$ cat src/sv/bsc_pkg.sv
// Shared widths, request side-band types and arithmetic helpers for the compensation block.
package bsc_pkg;

  localparam int DATA_W    = 32;
  localparam int RAW_W     = 16;
  localparam int DIV_STEPS = 32;
  localparam int IDX_W     = 3;

  // calibration register indexes
  typedef enum logic [IDX_W-1:0] {
    REG_AC1 = 3'd0, REG_AC2 = 3'd1, REG_AC3 = 3'd2, REG_AC4 = 3'd3,
    REG_AC5 = 3'd4, REG_AC6 = 3'd5, REG_B1_B2 = 3'd6, REG_MC_MD = 3'd7
  } reg_idx_t;

  // side-band carried through the temperature divider
  typedef struct packed {
    logic [DATA_W-1:0] x1;
    logic [RAW_W-1:0]  up;
    logic              act;
    logic              neg;
    logic              terr;
  } tside_t;

  // side-band carried through the pressure divider
  typedef struct packed {
    logic [DATA_W-1:0] temp;
    logic              act;
    logic              terr;
    logic              perr;
    logic              dbl;
  } pside_t;

  // arithmetic right shift of a two's complement word
  function automatic logic [DATA_W-1:0] asr(input logic [DATA_W-1:0] x, input int n);
    asr = $unsigned($signed(x) >>> n);
  endfunction

  // sign-extend a 16-bit word
  function automatic logic [DATA_W-1:0] sx16(input logic [RAW_W-1:0] v);
    sx16 = {{(DATA_W-RAW_W){v[RAW_W-1]}}, v};
  endfunction

endpackage

$ cat src/sv/bsc_div_cell.sv
// One restoring-division cell: resolves one quotient bit and hands the request on.
module bsc_div_cell #(
  parameter int SIDE_W = 1
) (
  input  logic                      clk,
  input  logic                      rst,
  input  logic                      valid_in,
  input  logic [bsc_pkg::DATA_W-1:0] rem_in,
  input  logic [bsc_pkg::DATA_W-1:0] num_in,
  input  logic [bsc_pkg::DATA_W-1:0] den_in,
  input  logic [SIDE_W-1:0]         side_in,
  output logic                      valid_out,
  output logic [bsc_pkg::DATA_W-1:0] rem_out,
  output logic [bsc_pkg::DATA_W-1:0] num_out,
  output logic [bsc_pkg::DATA_W-1:0] den_out,
  output logic [SIDE_W-1:0]         side_out
);

  logic [bsc_pkg::DATA_W:0] shifted;
  logic [bsc_pkg::DATA_W:0] diff;
  logic                     ge;

  // shift in the next dividend bit and trial-subtract
  always_comb begin
    shifted = {rem_in, num_in[bsc_pkg::DATA_W-1]};
    diff    = shifted - {1'b0, den_in};
    ge      = shifted >= {1'b0, den_in};
  end

  // advance the valid flag
  always_ff @(posedge clk) begin
    if (rst) begin
      valid_out <= 1'b0;
    end else begin
      valid_out <= valid_in;
    end
  end

  // hold partial remainder, quotient bits and side-band
  always_ff @(posedge clk) begin
    rem_out  <= ge ? diff[bsc_pkg::DATA_W-1:0] : shifted[bsc_pkg::DATA_W-1:0];
    num_out  <= {num_in[bsc_pkg::DATA_W-2:0], ge};
    den_out  <= den_in;
    side_out <= side_in;
  end

endmodule

$ cat src/sv/bsc_div_chain.sv
// Row of division cells giving an unsigned 32-bit quotient, one bit per cell.
module bsc_div_chain #(
  parameter int SIDE_W = 1
) (
  input  logic                      clk,
  input  logic                      rst,
  input  logic                      valid_in,
  input  logic [bsc_pkg::DATA_W-1:0] num,
  input  logic [bsc_pkg::DATA_W-1:0] den,
  input  logic [SIDE_W-1:0]         side_in,
  output logic                      valid_out,
  output logic [bsc_pkg::DATA_W-1:0] quot,
  output logic [SIDE_W-1:0]         side_out
);

  logic                      v_w   [bsc_pkg::DIV_STEPS+1];
  logic [bsc_pkg::DATA_W-1:0] rem_w [bsc_pkg::DIV_STEPS+1];
  logic [bsc_pkg::DATA_W-1:0] num_w [bsc_pkg::DIV_STEPS+1];
  logic [bsc_pkg::DATA_W-1:0] den_w [bsc_pkg::DIV_STEPS+1];
  logic [SIDE_W-1:0]         sd_w  [bsc_pkg::DIV_STEPS+1];

  // feed the first cell
  assign v_w[0]   = valid_in;
  assign rem_w[0] = '0;
  assign num_w[0] = num;
  assign den_w[0] = den;
  assign sd_w[0]  = side_in;

  // build the row
  for (genvar i = 0; i < bsc_pkg::DIV_STEPS; i++) begin : g_cell
    bsc_div_cell #(.SIDE_W(SIDE_W)) u_cell (
      .clk      (clk),
      .rst      (rst),
      .valid_in (v_w[i]),
      .rem_in   (rem_w[i]),
      .num_in   (num_w[i]),
      .den_in   (den_w[i]),
      .side_in  (sd_w[i]),
      .valid_out(v_w[i+1]),
      .rem_out  (rem_w[i+1]),
      .num_out  (num_w[i+1]),
      .den_out  (den_w[i+1]),
      .side_out (sd_w[i+1])
    );
  end

  // the shifted dividend word has become the quotient
  assign valid_out = v_w[bsc_pkg::DIV_STEPS];
  assign quot      = num_w[bsc_pkg::DIV_STEPS];
  assign side_out  = sd_w[bsc_pkg::DIV_STEPS];

endmodule

$ cat config.mk
export PLATFORM = sky130hd
export DESIGN_NAME = bsc_div_chain
export DESIGN_NICKNAME = d
export VERILOG_FILES = /design/src/sv/bsc_pkg.sv /design/src/sv/bsc_div_cell.sv /design/src/sv/bsc_div_chain.sv
export SDC_FILE = /design/constraint.sdc
export NUM_CORES = 2
export LEC_CHECK = 0
export BUFFER_PORTS_ARGS = -buffer_cell sky130_fd_sc_hd__buf_4
export CAP_MARGIN = 20
export CORE_ASPECT_RATIO = 0.8
export CORE_MARGIN = 5
export CORE_UTILIZATION = 63
export DETAILED_ROUTE_END_ITERATION = 10
export MAX_ROUTING_LAYER = met4
export PLACE_DENSITY = 0.77
export SYNTH_ARGS = -nofsm -noshare
export SYNTH_HDL_FRONTEND = slang
export SYNTH_SLANG_ARGS = --single-unit
export TNS_END_PERCENT = 20
$ cat constraint.sdc
create_clock -name clk -period 4.56 [get_ports clk]
set_clock_uncertainty 0.2 [all_clocks]
set_input_delay 0 -clock clk [delete_from_list [all_inputs] [get_ports clk]]
set_output_delay 0 -clock clk [all_outputs]
set_load 0.01 [all_outputs]
**Word level (Yosys, flattened, before mapping)**

Cells that the tools add are included.

- Flip-flop bits (word level): 3,072
- Input bits: 68

- $add $sub $neg: 31
- $lt $le $gt $ge: 32
- Mux-type cells: 31

Operators with widths:

| kind | count |
|---|---|
| 33-bit by 32-bit greater-or-equal comparator with 1-bit output | 31 |
| 32-bit 2-to-1 mux | 30 |
| 32-bit subtractor | 30 |
| 1-bit by 32-bit greater-or-equal comparator with 1-bit output | 1 |
| 1-bit by 32-bit subtractor with 32-bit output | 1 |
| 1-bit 2-to-1 mux | 1 |

**Logic depth before layout (Yosys ltp)**

- Depth in word-level cells: 2
- Depth in mapped cells: 16
- Depth with buffers taken out: 14

**By module**

A second synthesis with hierarchy kept.

- Cells, all modules: 14,115
- Area total of the unflattened synthesis: 133,914.7 µm²

By module, submodules not included:

| module | instances | cells each | area each (µm²) |
|---|---|---|---|
| bsc_div_cell at g_cell[0].u_cell ... | 30 | 444 | 4,177.8 |
| bsc_div_cell at g_cell[20].u_cell | 1 | 402 | 4,346.7 |
| bsc_div_cell at g_cell[9].u_cell | 1 | 392 | 4,231.6 |
| bsc_div_chain | 1 | 1 | 3.8 |

**Least setup slack after synthesis**

Ideal clock, no wire load.

- Path kind: reg-to-reg
- Start: reg g_cell[17].u_cell.den_out[1] in the netlist's numbering
- End: reg g_cell[18].u_cell.rem_out[24] in the netlist's numbering
- Arrival: 3,340 ps
- Required time: 4,239 ps
- Path slack: 899 ps
- Cell stages (with the launch flop): 16
- Path buffers: 2
- Period minus slack after synthesis: 3,661 ps
- Cell sequence: dfxtp_1 -> inv_1 -> ha_1 -> nor2b_1 -> o211ai_1 -> a21boi_1 -> o31ai_2 -> o221ai_2 -> a21boi_1 -> or3b_2 -> or3_1 -> o211ai_1 -> a41o_1 -> buf_2 -> buf_4 -> mux2_2

- Cells in the longest elaborated chain, start to end: 2

Ends and longest elaborated chain:

| item | line | text |
|---|---|---|
| from (decl) | bsc_div_cell.sv:15 | `output logic [bsc_pkg::DATA_W-1:0] den_out,` |
| from (signal assigned) | bsc_div_cell.sv:43 | `den_out <= den_in;` |
| 33-bit by 32-bit greater-or-equal comparator with 1-bit output | bsc_div_cell.sv:27 | `ge = shifted >= {1'b0, den_in};` |
| via g_cell[18].u_cell.ge | bsc_div_cell.sv:21 | `logic ge;` |
| 32-bit 2-to-1 mux | bsc_div_cell.sv:41 | `rem_out <= ge ? diff[bsc_pkg::DATA_W-1:0] : shifted[bsc_pkg::DATA_W-1:0];` |
| to (signal assigned) | bsc_div_cell.sv:41 |  |
| to (decl) | bsc_div_cell.sv:13 | `output logic [bsc_pkg::DATA_W-1:0] rem_out,` |

The timed path passes the listed nets, and every way through them passes these cells.
A chain may end at the register's enable or synchronous reset.

**Final worst setup path**

- Start: reg g_cell[15].u_cell.den_out[1] in the netlist's numbering
- End: reg g_cell[16].u_cell.rem_out[3] in the netlist's numbering

- Cells in the longest elaborated chain, start to end: 2

Ends and longest elaborated chain:

| item | line |
|---|---|
| from (decl) | bsc_div_cell.sv:15 |
| from (signal assigned) | bsc_div_cell.sv:43 |
| 32-bit subtractor / 33-bit by 32-bit greater-or-equal comparator with 1-bit output (equally long branches) | bsc_div_cell.sv:26, bsc_div_cell.sv:27 |
| 32-bit 2-to-1 mux * | bsc_div_cell.sv:41 |
| to (signal assigned) | bsc_div_cell.sv:41 |
| to (decl) | bsc_div_cell.sv:13 |

Mark *: on every way between the ends. The rest lies on a longest branch, timed or not.

==> results.sh <==
export IMPL_layout_cells_non_filler=15800
export IMPL_place_congestion=0.993
export IMPL_synth_yosys_seq_area_share=0.492
export IMPL_register_area_um2=61500
export IMPL_ys_warn_count=0
export IMPL_first_global_vias=87100
export IMPL_ys_ff_latch=3072
export IMPL_grt_setup_unrepaired="no"
export IMPL_final_common_cell="dfxtp_1"
export IMPL_drive_gt1_frac=0.0936
export IMPL_synthCells=12500
export IMPL_drv_cap=0
export IMPL_clockBufferDepth=4
export IMPL_ios=102
export IMPL_numCtsBuffers=303
export IMPL_synth_cell_types=101
export IMPL_grt_max_degree=61
export IMPL_die_height_um=408
export IMPL_drt_iter0_markers=8104
export IMPL_fp_dieW_um=508
export IMPL_hp_start="num[12]"
export IMPL_viasPerCell=5.71
export IMPL_r2r_setup_slack_ps=310
export IMPL_required_ps=5150
export IMPL_end_kind="flip-flop"
export IMPL_fp_row_count=146
export IMPL_fin_crit_sh=0.933
export IMPL_antenna_left=0
export IMPL_insertion_delay_ps=940
export IMPL_ir_drop_mv=0.466
export IMPL_timing_rr_start="g_cell[15].u_cell.den_out[1]"
export IMPL_area_growth_pct=12.5
export IMPL_synth_edff_count=0
export IMPL_critPathLaunchType="flip-flop"
export IMPL_fmax_ghz=0.235
export IMPL_final_net_count=14000
export IMPL_p_leak_nw=66.7
export IMPL_drv_slew=0
export IMPL_period_needed_ps=4250
export IMPL_min_path_type="in2reg"
export IMPL_cts_tree="done"
export IMPL_path_clk_slew_ps=70
export IMPL_min_to="g_cell[0].u_cell.num_out[13]"
export IMPL_firstDrtPassIters=8
export IMPL_fillers=14300
export IMPL_synthFlopType="dfxtp_1"
export IMPL_crit_type="reg2reg"
export IMPL_core_area_um2=198000
export IMPL_start_util=0.632
export IMPL_htree_levels=5
export IMPL_final_setup_tns_ps=0
export IMPL_dp_cells=15100
export IMPL_vias=90200
export IMPL_syn_area_per_cell_um2=9.96
export IMPL_post_route_drc_count=0
export IMPL_netlist_area_um2=125000
export IMPL_root_buffer="clkbuf_16"
export IMPL_finalSetupViolCount=0
export IMPL_cp_data_arrival_time_ps=4840
export IMPL_worstPathMaxFanout=49
export IMPL_antenna_found_initial=9
export IMPL_syn_nets=13600
export IMPL_mostFrequentLayoutCells="dfxtp_1 (3072), inv_1 (1229), ha_1 (994)"
export IMPL_design_area_um2=141000
export IMPL_grt_usage=0.298
export IMPL_hold_depth=3
export IMPL_status="completed"
export IMPL_port_buffers=101
export IMPL_hpwl_um=228000
export IMPL_place_area_um2=129000
export IMPL_hold_viol=0
export IMPL_async_flop_share=0
export IMPL_power_density_nw_per_um2=493
export IMPL_p_total_mw=69.4
export IMPL_max_slew_margin=0.411
export IMPL_multiInputGateArea_um2=57800
export IMPL_postCtsSetupBuffers=0
export IMPL_worst_r2r_endpoint="g_cell[16].u_cell.rem_out[3]"
export IMPL_grt_pass1_wl_um=484000
export IMPL_postRouteWirelength_um=308000
export IMPL_cts_sinks=3072
export IMPL_reg2regPathDepth=14
export IMPL_die_area_um2=207000
export IMPL_gr_total_overflow=0
export IMPL_tightest_slew_ps=862
export IMPL_wl_per_cell_um=19.5
[cells in the mapped netlist (all sizes together) (108+ instances only)]
library cell,instances,share of area
a21o,562,0.034
a21oi,887,0.036
a31oi,108,0.0055
clkbuf,221,0.0067
dfxtp,3072,0.49
ha,994,0.10
inv,1230,0.037
mux2,442,0.040
nand2,796,0.024
nand2b,137,0.0069
nand3,189,0.0076
nand4,142,0.0071
nor2,555,0.017
nor2b,207,0.010
nor3,127,0.0051
o21a,139,0.0084
o21ai,780,0.031
xnor2,483,0.034
xor2,335,0.023
[worst max-delay path by stage]
| stage | start | cells after the start | slack (ps) | end |
|---|---|---|---|---|
| after global placement | g_cell[15].u_cell.den_out[1] | 14 | 400 | g_cell[16].u_cell.rem_out[26] |
| after floorplan | g_cell[17].u_cell.den_out[1] | 15 | 900 | g_cell[18].u_cell.rem_out[24] |
| after global routing | g_cell[20].u_cell.den_out[1] | 15 | 20 | g_cell[21].u_cell.rem_out[20] |
| final | g_cell[15].u_cell.den_out[1] | 14 | 310 | g_cell[16].u_cell.rem_out[3] |
| after CTS | g_cell[16].u_cell.den_out[1] | 14 | 240 | g_cell[17].u_cell.rem_out[13] |
| after detailed placement | g_cell[16].u_cell.den_out[1] | 14 | 340 | g_cell[17].u_cell.rem_out[13] |
[flip-flops by register name, summed over array words and instances (netlist names)]
name and flops:
g_cell.u_cell.den_out 992, g_cell.u_cell.rem_out 992, g_cell.u_cell.num_out 1024, g_cell.u_cell.side_out 32, g_cell.u_cell.valid_out 32
[what timing repair did]
item,CTS,global route
hold buffers,161,0
resized for setup,0,2
endpoints found under the setup margin,0,16
hold endpoints to repair,129,0
[cell type report]
type,count,area share
inverter,1230,0.0328
clock buffer,391,0.0608
multi-input combinational,7960,0.411
sequential,3072,0.437
clock inverter,129,0.0103
timing repair buffer,356,0.0234
tap,2664,0.0237
antenna,4,0.0000712
[critical path, stage by stage (launching register included)]
cell and delay, ps:
dfxtp_1 370, inv_1 70, ha_1 310, nor2b_1 160, o31a_1 290, or4_1 530
a21o_1 230, a2111oi_2 460, a211oi_1 160, a221o_1 430, a21o_1 210, a21oi_4 220
buf_12 240, a211oi_1 80, a21o_1 150
[metrics by stage]
step	hold WS [ps]	setup slack, ps	utilization
floorplan	-172	899	-
global placement	-95.8	398	0.652
detailed placement	-94.6	336	0.652
CTS	0.990	243	0.711
global route	62.0	17.3	0.711
finish	62.6	306	0.711
[metal layers]
metal / up-vias / wire (um) / GRT usage
met4: 0 / 9300 / 0.0848
met1: 42100 / 149000 / 0.440
li1: 44100 / - / -
met2: 3404 / 126000 / 0.421
met5: - / 0 / -
met3: 631 / 23400 / 0.0477
[power breakdown]
part	total, mW	leakage (nW)	internal [mW]	switching [mW]
Clock	24.9	4.88	14.6	10.3
Combinational	14.0	36.3	6.32	7.65
Sequential	30.5	25.5	28.9	1.56
Total	69.4	66.7	49.8	19.5
[cells by family after synthesis]
logic type | count (synthesis) | synth area share
adder cells (fa/ha/maj) | 1024 | 0.104
multiplexers | 488 | 0.0437
AO/OA/AOI/OAI | 3158 | 0.161
buffers and inverters | 1512 | 0.0465
XOR/XNOR | 818 | 0.0574
AND/OR/NAND/NOR | 2472 | 0.0951
flip-flops | 3072 | 0.492
No activity file was read; power rests on OpenSTA's default activity.
